[config.mk]
export PLATFORM = sky130hd
export DESIGN_NAME = two_point_line_intersection
export DESIGN_NICKNAME = d
export VERILOG_FILES = /design/src/rtl/tpli_pkg.sv /design/src/rtl/tpli_div.sv /design/src/rtl/tpli_mul.sv /design/src/rtl/two_point_line_intersection.sv
export SDC_FILE = /design/constraint.sdc
export NUM_CORES = 2
export LEC_CHECK = 0
export BUFFER_PORTS_ARGS = -buffer_cell sky130_fd_sc_hd__buf_2
export CAP_MARGIN = 20
export CORE_AREA = 10 10 306 603
export CTS_BUF_LIST = sky130_fd_sc_hd__clkbuf_4 sky130_fd_sc_hd__clkbuf_8
export DETAILED_ROUTE_END_ITERATION = 10
export DIE_AREA = 0 0 316 613
export HOLD_SLACK_MARGIN = 0.12
export SLEW_MARGIN = 0
export SYNTH_ARGS = -nofsm -noshare
export SYNTH_HDL_FRONTEND = slang
export SYNTH_SLANG_ARGS = --single-unit
[constraint.sdc]
create_clock -name clk -period 10.97 [get_ports clk]
set_clock_uncertainty 0.1 [all_clocks]
set_input_delay 1.6455 -clock clk [delete_from_list [all_inputs] [get_ports clk]]
set_output_delay 1.6455 -clock clk [all_outputs]
set_load 0.01 [all_outputs]
[src/rtl/tpli_pkg.sv]
// Shared types and constants for the two-point line intersection block.
package tpli_pkg;

  typedef enum logic [3:0] {
    ST_IDLE,
    ST_CHK,
    ST_S1,
    ST_S2,
    ST_CMP,
    ST_B1,
    ST_B2,
    ST_M3,
    ST_M4,
    ST_NY,
    ST_CX,
    ST_CY,
    ST_OUT
  } state_t;

  typedef struct packed {
    logic done;
    logic over;
  } div_stat_t;

  typedef struct packed {
    logic same_slope;
    logic user_vertical;
    logic hit;
  } flags_t;

  localparam logic OP_POINT = 1'b0;
  localparam logic OP_CLEAR = 1'b1;

  localparam logic [1:0] REG_START_X = 2'd0;
  localparam logic [1:0] REG_START_Y = 2'd1;
  localparam logic [1:0] REG_END_X   = 2'd2;
  localparam logic [1:0] REG_END_Y   = 2'd3;

  localparam int RST_START_X = 100;
  localparam int RST_START_Y = 300;
  localparam int RST_END_X   = 860;
  localparam int RST_END_Y   = 300;

  localparam int CFG_AW = 4;
  localparam int CFG_DW = 32;
  localparam int RES_W  = 32;
  localparam int OUT_DW = 2 * RES_W;
  localparam int OUT_UW = 3;

endpackage

[src/rtl/tpli_div.sv]
// Restoring divider, one quotient bit per cycle, with sticky quotient overflow.
module tpli_div #(
  parameter int NW   = 55,
  parameter int DW   = 29,
  parameter int QW   = 32,
  parameter int LENW = 6
) (
  input  logic                clk,
  input  logic                rst_n,
  input  logic                start,
  input  logic [NW-1:0]       num,
  input  logic [DW-1:0]       den,
  input  logic [LENW-1:0]     len,
  output logic [QW-1:0]       q,
  output tpli_pkg::div_stat_t stat
);

  logic            busy_r;
  logic            done_r;
  logic [NW-1:0]   num_r;
  logic [DW-1:0]   den_r;
  logic [DW-1:0]   rem_r;
  logic [QW-1:0]   q_r;
  logic            over_r;
  logic [LENW-1:0] cnt_r;

  logic [DW:0]     rem_sh;
  logic [DW:0]     rem_diff;
  logic            ge;
  logic [DW-1:0]   rem_nxt;

  always_comb begin
    rem_sh   = {rem_r, num_r[NW-1]};
    rem_diff = rem_sh - {1'b0, den_r};
    ge       = (rem_sh >= {1'b0, den_r});
    rem_nxt  = ge ? rem_diff[DW-1:0] : rem_sh[DW-1:0];
  end

  always_ff @(posedge clk) begin
    if (!rst_n) begin
      busy_r <= 1'b0;
      done_r <= 1'b0;
    end else begin
      done_r <= 1'b0;
      if (start) begin
        busy_r <= 1'b1;
      end else if (busy_r && (cnt_r == LENW'(1))) begin
        busy_r <= 1'b0;
        done_r <= 1'b1;
      end
    end
  end

  always_ff @(posedge clk) begin
    if (start) begin
      num_r  <= num;
      den_r  <= den;
      cnt_r  <= len;
      rem_r  <= '0;
      q_r    <= '0;
      over_r <= 1'b0;
    end else if (busy_r) begin
      num_r  <= {num_r[NW-2:0], 1'b0};
      cnt_r  <= cnt_r - LENW'(1);
      rem_r  <= rem_nxt;
      q_r    <= {q_r[QW-2:0], ge};
      over_r <= over_r | q_r[QW-1];
    end
  end

  assign q         = q_r;
  assign stat.done = done_r;
  assign stat.over = over_r;

endmodule

[src/rtl/tpli_mul.sv]
// Unsigned multiplier with a registered product.
module tpli_mul #(
  parameter int AW = 28,
  parameter int BW = 26
) (
  input  logic             clk,
  input  logic [AW-1:0]    a,
  input  logic [BW-1:0]    b,
  output logic [AW+BW-1:0] p
);

  logic [AW+BW-1:0] p_r;

  always_ff @(posedge clk) begin
    p_r <= (AW+BW)'(a) * (AW+BW)'(b);
  end

  assign p = p_r;

endmodule

[src/rtl/two_point_line_intersection.sv]
// Top level: point intake, fixed-line registers, sequencer and result register.
//
// Input channel (in_*): one point per transfer; in_tuser is the operation
// (new point or clear). A clear or the first point of a pair is absorbed
// while the block stays idle, so in_tready stays high. The second point
// of a pair produces one result on the out_* channel; in_tready stays low
// until that result sits in the output register.
// When either line is vertical the block skips all arithmetic; when the
// slopes match it stops after the two slopes. The latency of a pair is set
// by the shared one-bit-per-cycle divider, which runs the user slope, the
// fixed slope, cross_x and cross_y one after another, and by the shared
// multiplier used for both intercepts and both cross products.
// The result waits in the output register while out_tready is low; a new
// clear or first point is still taken meanwhile, but a further pair holds
// in its last step until the register frees.
// Reset (synchronous, active low) forgets the stored point, empties the
// output register and loads the fixed line from (100,300) to (860,300).
// Configuration is an APB-style port; write it only while idle.
module two_point_line_intersection #(
  parameter int COORD_BITS      = 12,
  parameter int SLOPE_FRAC_BITS = 16
) (
  input  logic                                  clk,
  input  logic                                  rst_n,
  // in_tdata fields from bit 0: point_x, point_y
  input  logic [((2*COORD_BITS+7)/8)*8-1:0]     in_tdata,
  // in_tuser fields from bit 0: operation
  input  logic                                  in_tuser,
  input  logic                                  in_tvalid,
  output logic                                  in_tready,
  // out_tdata fields from bit 0: cross_x, cross_y
  output logic [tpli_pkg::OUT_DW-1:0]           out_tdata,
  // out_tuser fields from bit 0: hit, user_vertical, same_slope
  output logic [tpli_pkg::OUT_UW-1:0]           out_tuser,
  output logic                                  out_tvalid,
  input  logic                                  out_tready,
  input  logic                                  cfg_psel,
  input  logic                                  cfg_penable,
  input  logic                                  cfg_pwrite,
  input  logic [tpli_pkg::CFG_AW-1:0]           cfg_paddr,
  input  logic [tpli_pkg::CFG_DW-1:0]           cfg_pwdata,
  output logic [tpli_pkg::CFG_DW-1:0]           cfg_prdata,
  output logic                                  cfg_pready
);

  localparam int C    = COORD_BITS;
  localparam int F    = SLOPE_FRAC_BITS;
  localparam int SM   = C + F;
  localparam int SW   = SM + 1;
  localparam int BW   = (2*C + 2 > 32) ? 32 : 2*C + 2;
  localparam int TW   = SM + C + 2;
  localparam int RW   = TW - F;
  localparam int LW   = (RW > 32) ? RW : 32;
  localparam int PW   = SM + BW + 1;
  localparam int NW   = PW;
  localparam int DW   = SW;
  localparam int QW   = (SM > 32) ? SM : 32;
  localparam int LENW = $clog2(NW + 1);
  localparam int RW32 = tpli_pkg::RES_W;

  tpli_pkg::state_t state_r, state_nxt;

  logic [C-1:0] fsx_r, fsy_r, fex_r, fey_r;
  logic         have_first_r;
  logic [C-1:0] fx_r, fy_r, px_r, py_r;

  logic [SW-1:0]   s1_r, s2_r;
  logic [BW-1:0]   b1_r, b2_r;
  logic [PW-1:0]   p1_r;
  logic            ny_neg_r;
  logic [NW-1:0]   ny_mag_r;
  logic            div_neg_r;
  logic            hit_r, uvert_r, same_r;
  logic [RW32-1:0] cx_r, cy_r;

  logic                      out_valid_r;
  logic [tpli_pkg::OUT_DW-1:0] out_data_r;
  tpli_pkg::flags_t          out_flags_r;

  logic in_acc, cfg_we, out_load;
  logic uvert, fvert;

  // divider and multiplier hookup
  logic                div_start;
  logic [NW-1:0]       div_num;
  logic [DW-1:0]       div_den;
  logic [LENW-1:0]     div_len;
  logic                div_neg_nxt;
  logic [QW-1:0]       div_q;
  tpli_pkg::div_stat_t div_stat;
  logic [SM-1:0]       mul_a;
  logic [BW-1:0]       mul_b;
  logic [SM+BW-1:0]    mul_p;

  // slope operands
  logic         sel_cfg;
  logic [C-1:0] ax, ay, bx, by;
  logic [C:0]   dxv, dyv;
  logic [C-1:0] dx_mag, dy_mag;

  // magnitudes and differences
  logic [SM-1:0] s1_mag, s2_mag;
  logic [BW-1:0] b1_mag, b2_mag;
  logic [SW:0]   den_v;
  logic [DW-1:0] den_mag;
  logic [BW:0]   d_v;
  logic [BW-1:0] d_mag;

  // intercept path
  logic [SW-1:0] ic_s;
  logic [C-1:0]  ic_y;
  logic [TW-1:0] ic_ybig, ic_prod, ic_t, ic_tmag;
  logic [LW-1:0] ic_r, ic_lim, ic_rsat;
  logic [BW-1:0] ic_b;

  // product path
  logic          p_neg;
  logic [PW-1:0] p_val;
  logic [NW:0]   ny_v;

  // quotient post-processing
  logic [SW-1:0]   q_slope;
  logic [QW-1:0]   q_lim, q_sat;
  logic [RW32-1:0] q_res;

  assign in_acc     = in_tvalid & in_tready;
  assign cfg_we     = cfg_psel & cfg_penable & cfg_pwrite & cfg_pready;
  assign cfg_pready = 1'b1;
  assign uvert      = (fx_r == px_r);
  assign fvert      = (fsx_r == fex_r);

  always_comb begin
    case (cfg_paddr[3:2])
      tpli_pkg::REG_START_X: cfg_prdata = tpli_pkg::CFG_DW'(fsx_r);
      tpli_pkg::REG_START_Y: cfg_prdata = tpli_pkg::CFG_DW'(fsy_r);
      tpli_pkg::REG_END_X:   cfg_prdata = tpli_pkg::CFG_DW'(fex_r);
      tpli_pkg::REG_END_Y:   cfg_prdata = tpli_pkg::CFG_DW'(fey_r);
      default:               cfg_prdata = '0;
    endcase
  end

  always_ff @(posedge clk) begin
    if (!rst_n) begin
      fsx_r <= C'(tpli_pkg::RST_START_X);
      fsy_r <= C'(tpli_pkg::RST_START_Y);
      fex_r <= C'(tpli_pkg::RST_END_X);
      fey_r <= C'(tpli_pkg::RST_END_Y);
    end else if (cfg_we) begin
      case (cfg_paddr[3:2])
        tpli_pkg::REG_START_X: fsx_r <= cfg_pwdata[C-1:0];
        tpli_pkg::REG_START_Y: fsy_r <= cfg_pwdata[C-1:0];
        tpli_pkg::REG_END_X:   fex_r <= cfg_pwdata[C-1:0];
        tpli_pkg::REG_END_Y:   fey_r <= cfg_pwdata[C-1:0];
        default: ;
      endcase
    end
  end

  always_comb begin
    sel_cfg = (state_r == tpli_pkg::ST_S1);
    ax      = sel_cfg ? fsx_r : fx_r;
    ay      = sel_cfg ? fsy_r : fy_r;
    bx      = sel_cfg ? fex_r : px_r;
    by      = sel_cfg ? fey_r : py_r;
    dxv     = {1'b0, bx} - {1'b0, ax};
    dyv     = {1'b0, by} - {1'b0, ay};
    dx_mag  = dxv[C] ? C'(-dxv) : dxv[C-1:0];
    dy_mag  = dyv[C] ? C'(-dyv) : dyv[C-1:0];

    s1_mag  = s1_r[SW-1] ? SM'(-s1_r) : s1_r[SM-1:0];
    s2_mag  = s2_r[SW-1] ? SM'(-s2_r) : s2_r[SM-1:0];
    b1_mag  = b1_r[BW-1] ? (-b1_r) : b1_r;
    b2_mag  = b2_r[BW-1] ? (-b2_r) : b2_r;

    den_v   = {s1_r[SW-1], s1_r} - {s2_r[SW-1], s2_r};
    den_mag = den_v[SW] ? DW'(-den_v) : den_v[DW-1:0];
    d_v     = {b2_r[BW-1], b2_r} - {b1_r[BW-1], b1_r};
    d_mag   = d_v[BW] ? BW'(-d_v) : d_v[BW-1:0];
  end

  always_comb begin
    ic_s    = (state_r == tpli_pkg::ST_B1) ? s1_r : s2_r;
    ic_y    = (state_r == tpli_pkg::ST_B1) ? fy_r : fsy_r;
    ic_ybig = TW'({ic_y, {F{1'b0}}});
    ic_prod = TW'(mul_p[SM+C-1:0]);
    ic_t    = ic_s[SW-1] ? (ic_ybig + ic_prod) : (ic_ybig - ic_prod);
    ic_tmag = ic_t[TW-1] ? (-ic_t) : ic_t;
    ic_r    = LW'(ic_tmag[TW-1:F]);
    ic_lim  = LW'({ic_t[TW-1], {31{~ic_t[TW-1]}}});
    ic_rsat = (ic_r > ic_lim) ? ic_lim : ic_r;
    ic_b    = ic_t[TW-1] ? (-ic_rsat[BW-1:0]) : ic_rsat[BW-1:0];
  end

  always_comb begin
    p_neg = (state_r == tpli_pkg::ST_M4) ? (s1_r[SW-1] ^ b2_r[BW-1])
                                         : (s2_r[SW-1] ^ b1_r[BW-1]);
    p_val = p_neg ? (-PW'(mul_p)) : PW'(mul_p);
    ny_v  = {p1_r[PW-1], p1_r} - {p_val[PW-1], p_val};
  end

  always_comb begin
    q_slope = div_neg_r ? (-SW'(div_q[SM-1:0])) : SW'(div_q[SM-1:0]);
    q_lim   = QW'({div_neg_r, {31{~div_neg_r}}});
    q_sat   = (div_stat.over || (div_q > q_lim)) ? q_lim : div_q;
    q_res   = div_neg_r ? (-q_sat[RW32-1:0]) : q_sat[RW32-1:0];
  end

  always_comb begin
    state_nxt = state_r;
    case (state_r)
      tpli_pkg::ST_IDLE: begin
        if (in_acc && (in_tuser == tpli_pkg::OP_POINT) && have_first_r) begin
          state_nxt = tpli_pkg::ST_CHK;
        end
      end
      tpli_pkg::ST_CHK: state_nxt = (uvert || fvert) ? tpli_pkg::ST_OUT : tpli_pkg::ST_S1;
      tpli_pkg::ST_S1:  if (div_stat.done) state_nxt = tpli_pkg::ST_S2;
      tpli_pkg::ST_S2:  if (div_stat.done) state_nxt = tpli_pkg::ST_CMP;
      tpli_pkg::ST_CMP: state_nxt = (s1_r == s2_r) ? tpli_pkg::ST_OUT : tpli_pkg::ST_B1;
      tpli_pkg::ST_B1:  state_nxt = tpli_pkg::ST_B2;
      tpli_pkg::ST_B2:  state_nxt = tpli_pkg::ST_M3;
      tpli_pkg::ST_M3:  state_nxt = tpli_pkg::ST_M4;
      tpli_pkg::ST_M4:  state_nxt = tpli_pkg::ST_NY;
      tpli_pkg::ST_NY:  state_nxt = tpli_pkg::ST_CX;
      tpli_pkg::ST_CX:  if (div_stat.done) state_nxt = tpli_pkg::ST_CY;
      tpli_pkg::ST_CY:  if (div_stat.done) state_nxt = tpli_pkg::ST_OUT;
      tpli_pkg::ST_OUT: if (out_load) state_nxt = tpli_pkg::ST_IDLE;
      default:          state_nxt = tpli_pkg::ST_IDLE;
    endcase
  end

  always_comb begin
    in_tready   = (state_r == tpli_pkg::ST_IDLE);
    out_load    = (state_r == tpli_pkg::ST_OUT) && (!out_valid_r || out_tready);
    div_start   = 1'b0;
    div_num     = {dy_mag, {(NW-C){1'b0}}};
    div_den     = DW'(dx_mag);
    div_len     = LENW'(SM);
    div_neg_nxt = dxv[C] ^ dyv[C];
    mul_a       = '0;
    mul_b       = '0;
    case (state_r)
      tpli_pkg::ST_CHK: div_start = !(uvert || fvert);
      tpli_pkg::ST_S1:  div_start = div_stat.done;
      tpli_pkg::ST_CMP: begin
        mul_a = s1_mag;
        mul_b = BW'(fx_r);
      end
      tpli_pkg::ST_B1: begin
        mul_a = s2_mag;
        mul_b = BW'(fsx_r);
      end
      tpli_pkg::ST_M3: begin
        mul_a = s1_mag;
        mul_b = b2_mag;
      end
      tpli_pkg::ST_M4: begin
        mul_a = s2_mag;
        mul_b = b1_mag;
      end
      tpli_pkg::ST_NY: begin
        div_start   = 1'b1;
        div_num     = {d_mag, {(NW-BW){1'b0}}};
        div_den     = den_mag;
        div_len     = LENW'(BW + F);
        div_neg_nxt = d_v[BW] ^ den_v[SW];
      end
      tpli_pkg::ST_CX: begin
        div_start   = div_stat.done;
        div_num     = ny_mag_r;
        div_den     = den_mag;
        div_len     = LENW'(NW);
        div_neg_nxt = ny_neg_r ^ den_v[SW];
      end
      default: ;
    endcase
  end

  always_ff @(posedge clk) begin
    if (!rst_n) begin
      state_r      <= tpli_pkg::ST_IDLE;
      have_first_r <= 1'b0;
      out_valid_r  <= 1'b0;
    end else begin
      state_r <= state_nxt;
      if (in_acc) begin
        if (in_tuser == tpli_pkg::OP_CLEAR) begin
          have_first_r <= 1'b0;
        end else begin
          have_first_r <= !have_first_r;
        end
      end
      if (out_load) begin
        out_valid_r <= 1'b1;
      end else if (out_tready) begin
        out_valid_r <= 1'b0;
      end
    end
  end

  always_ff @(posedge clk) begin
    if (in_acc) begin
      if (in_tuser == tpli_pkg::OP_CLEAR) begin
        fx_r <= '0;
        fy_r <= '0;
      end else if (!have_first_r) begin
        fx_r <= in_tdata[C-1:0];
        fy_r <= in_tdata[2*C-1:C];
      end else begin
        px_r <= in_tdata[C-1:0];
        py_r <= in_tdata[2*C-1:C];
      end
    end
    if (div_start) begin
      div_neg_r <= div_neg_nxt;
    end
    case (state_r)
      tpli_pkg::ST_CHK: begin
        uvert_r <= uvert;
        same_r  <= uvert && fvert;
        hit_r   <= 1'b0;
        cx_r    <= '0;
        cy_r    <= '0;
      end
      tpli_pkg::ST_S1:  if (div_stat.done) s1_r <= q_slope;
      tpli_pkg::ST_S2:  if (div_stat.done) s2_r <= q_slope;
      tpli_pkg::ST_CMP: same_r <= (s1_r == s2_r);
      tpli_pkg::ST_B1:  b1_r <= ic_b;
      tpli_pkg::ST_B2:  b2_r <= ic_b;
      tpli_pkg::ST_M4:  p1_r <= p_val;
      tpli_pkg::ST_NY: begin
        ny_neg_r <= ny_v[NW];
        ny_mag_r <= ny_v[NW] ? NW'(-ny_v) : ny_v[NW-1:0];
      end
      tpli_pkg::ST_CX:  if (div_stat.done) cx_r <= q_res;
      tpli_pkg::ST_CY: begin
        if (div_stat.done) begin
          cy_r  <= q_res;
          hit_r <= 1'b1;
        end
      end
      default: ;
    endcase
    if (out_load) begin
      out_data_r                <= {cy_r, cx_r};
      out_flags_r.hit           <= hit_r;
      out_flags_r.user_vertical <= uvert_r;
      out_flags_r.same_slope    <= same_r;
    end
  end

  tpli_div #(
    .NW   (NW),
    .DW   (DW),
    .QW   (QW),
    .LENW (LENW)
  ) u_div (
    .clk   (clk),
    .rst_n (rst_n),
    .start (div_start),
    .num   (div_num),
    .den   (div_den),
    .len   (div_len),
    .q     (div_q),
    .stat  (div_stat)
  );

  tpli_mul #(
    .AW (SM),
    .BW (BW)
  ) u_mul (
    .clk (clk),
    .a   (mul_a),
    .b   (mul_b),
    .p   (mul_p)
  );

  assign out_tvalid = out_valid_r;
  assign out_tdata  = out_data_r;
  assign out_tuser  = out_flags_r;

endmodule

==> results.sh <==
export IMPL_outcome="completed"
export IMPL_tightestPinTransition_ns=1.08
export IMPL_synth_largest_area_cell="edfxtp_1"
export IMPL_die_h_um=613
export IMPL_synth_top_family_by_area="adder cells"
export IMPL_yosysMostFrequentCell="inv_1"
export IMPL_clock_sinks=666
export IMPL_synth_cells=7710
export IMPL_drt_wl_total_um=254000
export IMPL_cts_path_max_buffers=3
export IMPL_pwr_density_cell_nw_per_um2=106
export IMPL_track_usage=0.258
export IMPL_slew_headroom=0.276
export IMPL_grt_use_met2=0.467
export IMPL_netlist_area_leader_share=0.214
export IMPL_post_route_period_util=0.972
export IMPL_worst_slack_ns=0.309
export IMPL_avgSynthCellArea_um2=9.00
export IMPL_synth_area_um2=69400
export IMPL_layout_drive_gt1_share=0.0891
export IMPL_clkTransAtPathRegs_ns=0.07
export IMPL_crit_path_max_fanout=11
export IMPL_port_buffers=126
export IMPL_setup_viol=0
export IMPL_place_detailed_hpwl_um=204000
export IMPL_dieWidth_um=316
export IMPL_cts_root_buf="clkbuf_8"
export IMPL_seq_area_frac_synth=0.263
export IMPL_maxSlewViolCount=0
export IMPL_grt_pass1_wl_um=374000
export IMPL_wl_per_cell_um=25.0
export IMPL_viasPerCell=5.73
export IMPL_synth_edff_count=494
export IMPL_htree_levels=3
export IMPL_grt_pass1_vias=59929
export IMPL_grt_antenna_before_repair=10
export IMPL_place_worst_setup_slack_ns=0.246
export IMPL_drt_iter0_markers=4267
export IMPL_insertion_delay_ns=0.80
export IMPL_fin_crit_ns=10.66
export IMPL_worst_setup_path_type="reg -> reg"
export IMPL_cts_tree="done"
export IMPL_dpl_instance_area_um2=73400
export IMPL_synthTopCellsByCount="inv_1 (969), nand2_1 (853), nor2_1 (681)"
export IMPL_stdcell_area_um2=75700
export IMPL_synth_area_leaders="edfxtp_1 (21%), fa_1 (18%), ha_1 (7.7%)"
export IMPL_slowest_stage="o22ai_1"
export IMPL_start_util=0.398
export IMPL_max_stage_delay_ns=0.63
export IMPL_synth_simple_area_share=0.166
export IMPL_maxCapViolCount=0
export IMPL_hold_class="reg -> reg"
export IMPL_place_gp_congestion=0.990
export IMPL_numCtsBuffers=97
export IMPL_synthToLayoutAreaGrowth_pct=8.98
export IMPL_route_detailed_drc=0
export IMPL_crit_arrival_ns=11.22
export IMPL_ys_seq_elements=666
export IMPL_met1_usage=0.249
export IMPL_cts_hold_buf=0
export IMPL_drt_pass1_iter_count=7
export IMPL_synth_xor_area_frac=0.0675
export IMPL_yosys_warnings=0
export IMPL_critPathLaunchType="flop"
export IMPL_fill_cells=17089
export IMPL_grt_start_max_net_pins=77
export IMPL_hold_viol_final=0
export IMPL_via_count=58335
export IMPL_synth_compound_area_frac=0.144
export IMPL_grt_busiest_layer="met2"
export IMPL_cp_data_required_time_ns=11.53
export IMPL_synth_cell_types=114
export IMPL_leakage_uw=0.0322
export IMPL_dieArea_um2=194000
export IMPL_grt_ovfl_total=0
export IMPL_critPathMostFrequentCell="fa_1"
export IMPL_ys_flop_type="edfxtp_1"
export IMPL_cp_end_kind="flop"
export IMPL_fmax_ghz=0.0938
export IMPL_ant_nets=0
export IMPL_vdd_drop_max_mv=0.136
export IMPL_row_count=217
export IMPL_ios=170
export IMPL_core_um2=175000
export IMPL_yosys_mux_area_fraction=0.0262
export IMPL_met3_usage=0.0361
export IMPL_synthArstFlopShare=0
export IMPL_nNetsFinal=8911
export IMPL_synth_adder_area_share=0.259
## path summary, 6_finish.rpt
path	slack [ns]	end	startpoint	cells past startpoint
worst max-delay path	0.31	u_mul.p[52]	s2_r[0]	36
worst min register to register	0.32	out_tdata[33]	cy_r[1]	0
worst min-delay path	0.32	out_tdata[33]	cy_r[1]	0
worst max register to register	0.31	u_mul.p[52]	s2_r[0]	36
## layer usage
metal | wire, um | share of wire | up-vias
li1 | - | - | 26304
met1 | 82100 | 0.32 | 28921
met2 | 130000 | 0.51 | 2169
met3 | 13100 | 0.052 | 935
met4 | 28500 | 0.11 | 6
met5 | 38 | 0.00015 | -
## flip-flops by register name, indices dropped and copies added, names as in the netlist, 32 cells and up
signal,flops
u_div.q,32
cx_r,32
ny_mag_r,55
u_mul.p,54
cy_r,32
p1_r,55
out_tdata,64
u_div.num_r,55
## through the flow
step                 util  setup TNS [ns]  power (uW)  hold WS (ns)  cells
floorplan               -               0        5100         0.300   7729
CTS                 0.432               0        8060         0.322  10163
global route        0.433        -0.00265        8440         0.322  10171
finish              0.433               0        8010         0.319  10173
global placement    0.420               0        5750         0.304   9977
detailed placement  0.420               0        5800         0.305   9979
## final cells by class
class / instances / area [um^2] / area share
clock inverter: 64 / 563 / 0.00744
antenna: 4 / 10.0 / 0.000132
sequential: 666 / 18300 / 0.242
clock buffer: 120 / 1550 / 0.0204
inverter: 973 / 3650 / 0.0483
timing repair buffer: 332 / 2400 / 0.0318
tap: 2299 / 2880 / 0.0380
multi-input combinational: 5715 / 46300 / 0.612
## worst max-delay path: cells and delay by family (launching register included)
kind | cells | cell delay [ns]
DFF | 1 | 0.40
buffers and inverters | 10 | 1.38
and+or+nand+nor | 9 | 2.01
AOI/OAI and AO/OA | 8 | 2.36
xor gates and xnor gates | 1 | 0.16
adders and majority gates | 8 | 4.09
## where the power goes
group	internal (uW)	total (uW)	switching [uW]	leakage [uW]
registers	3140	3300	158	0.00596
clock network	1120	2240	1120	0.00109
logic	943	2470	1530	0.0251
total	5210	8010	2800	0.0322
## kinds of logic after synthesis
group           after synthesis
fa+ha+maj                  1058
other cells                   2
mux                         161
flops                       666
compound gates             1494
buf+inv                    1348
xor+xnor                    535
simple gates               2446
## layout by cell type, fill, tap and decap left out, drive strengths merged, types with 124 or more instances in the layout
cell type and instances:
a21oi 344, o21ai 325, dfxtp 172, fa 629, nor3 146, ha 429
edfxtp 494, inv 977, buf 329, nand2 854, nor2 681, xnor2 353
nand3 124, xor2 182
## what timing repair did
| action | 4_1_cts | 5_1_grt |
|---|---|---|
| buffers inserted | 0 | 1 |
| resized for setup | 0 | 17 |
| setup endpoints to repair | 0 | 7 |
Note: power is estimated with default switching activity, not from simulation.
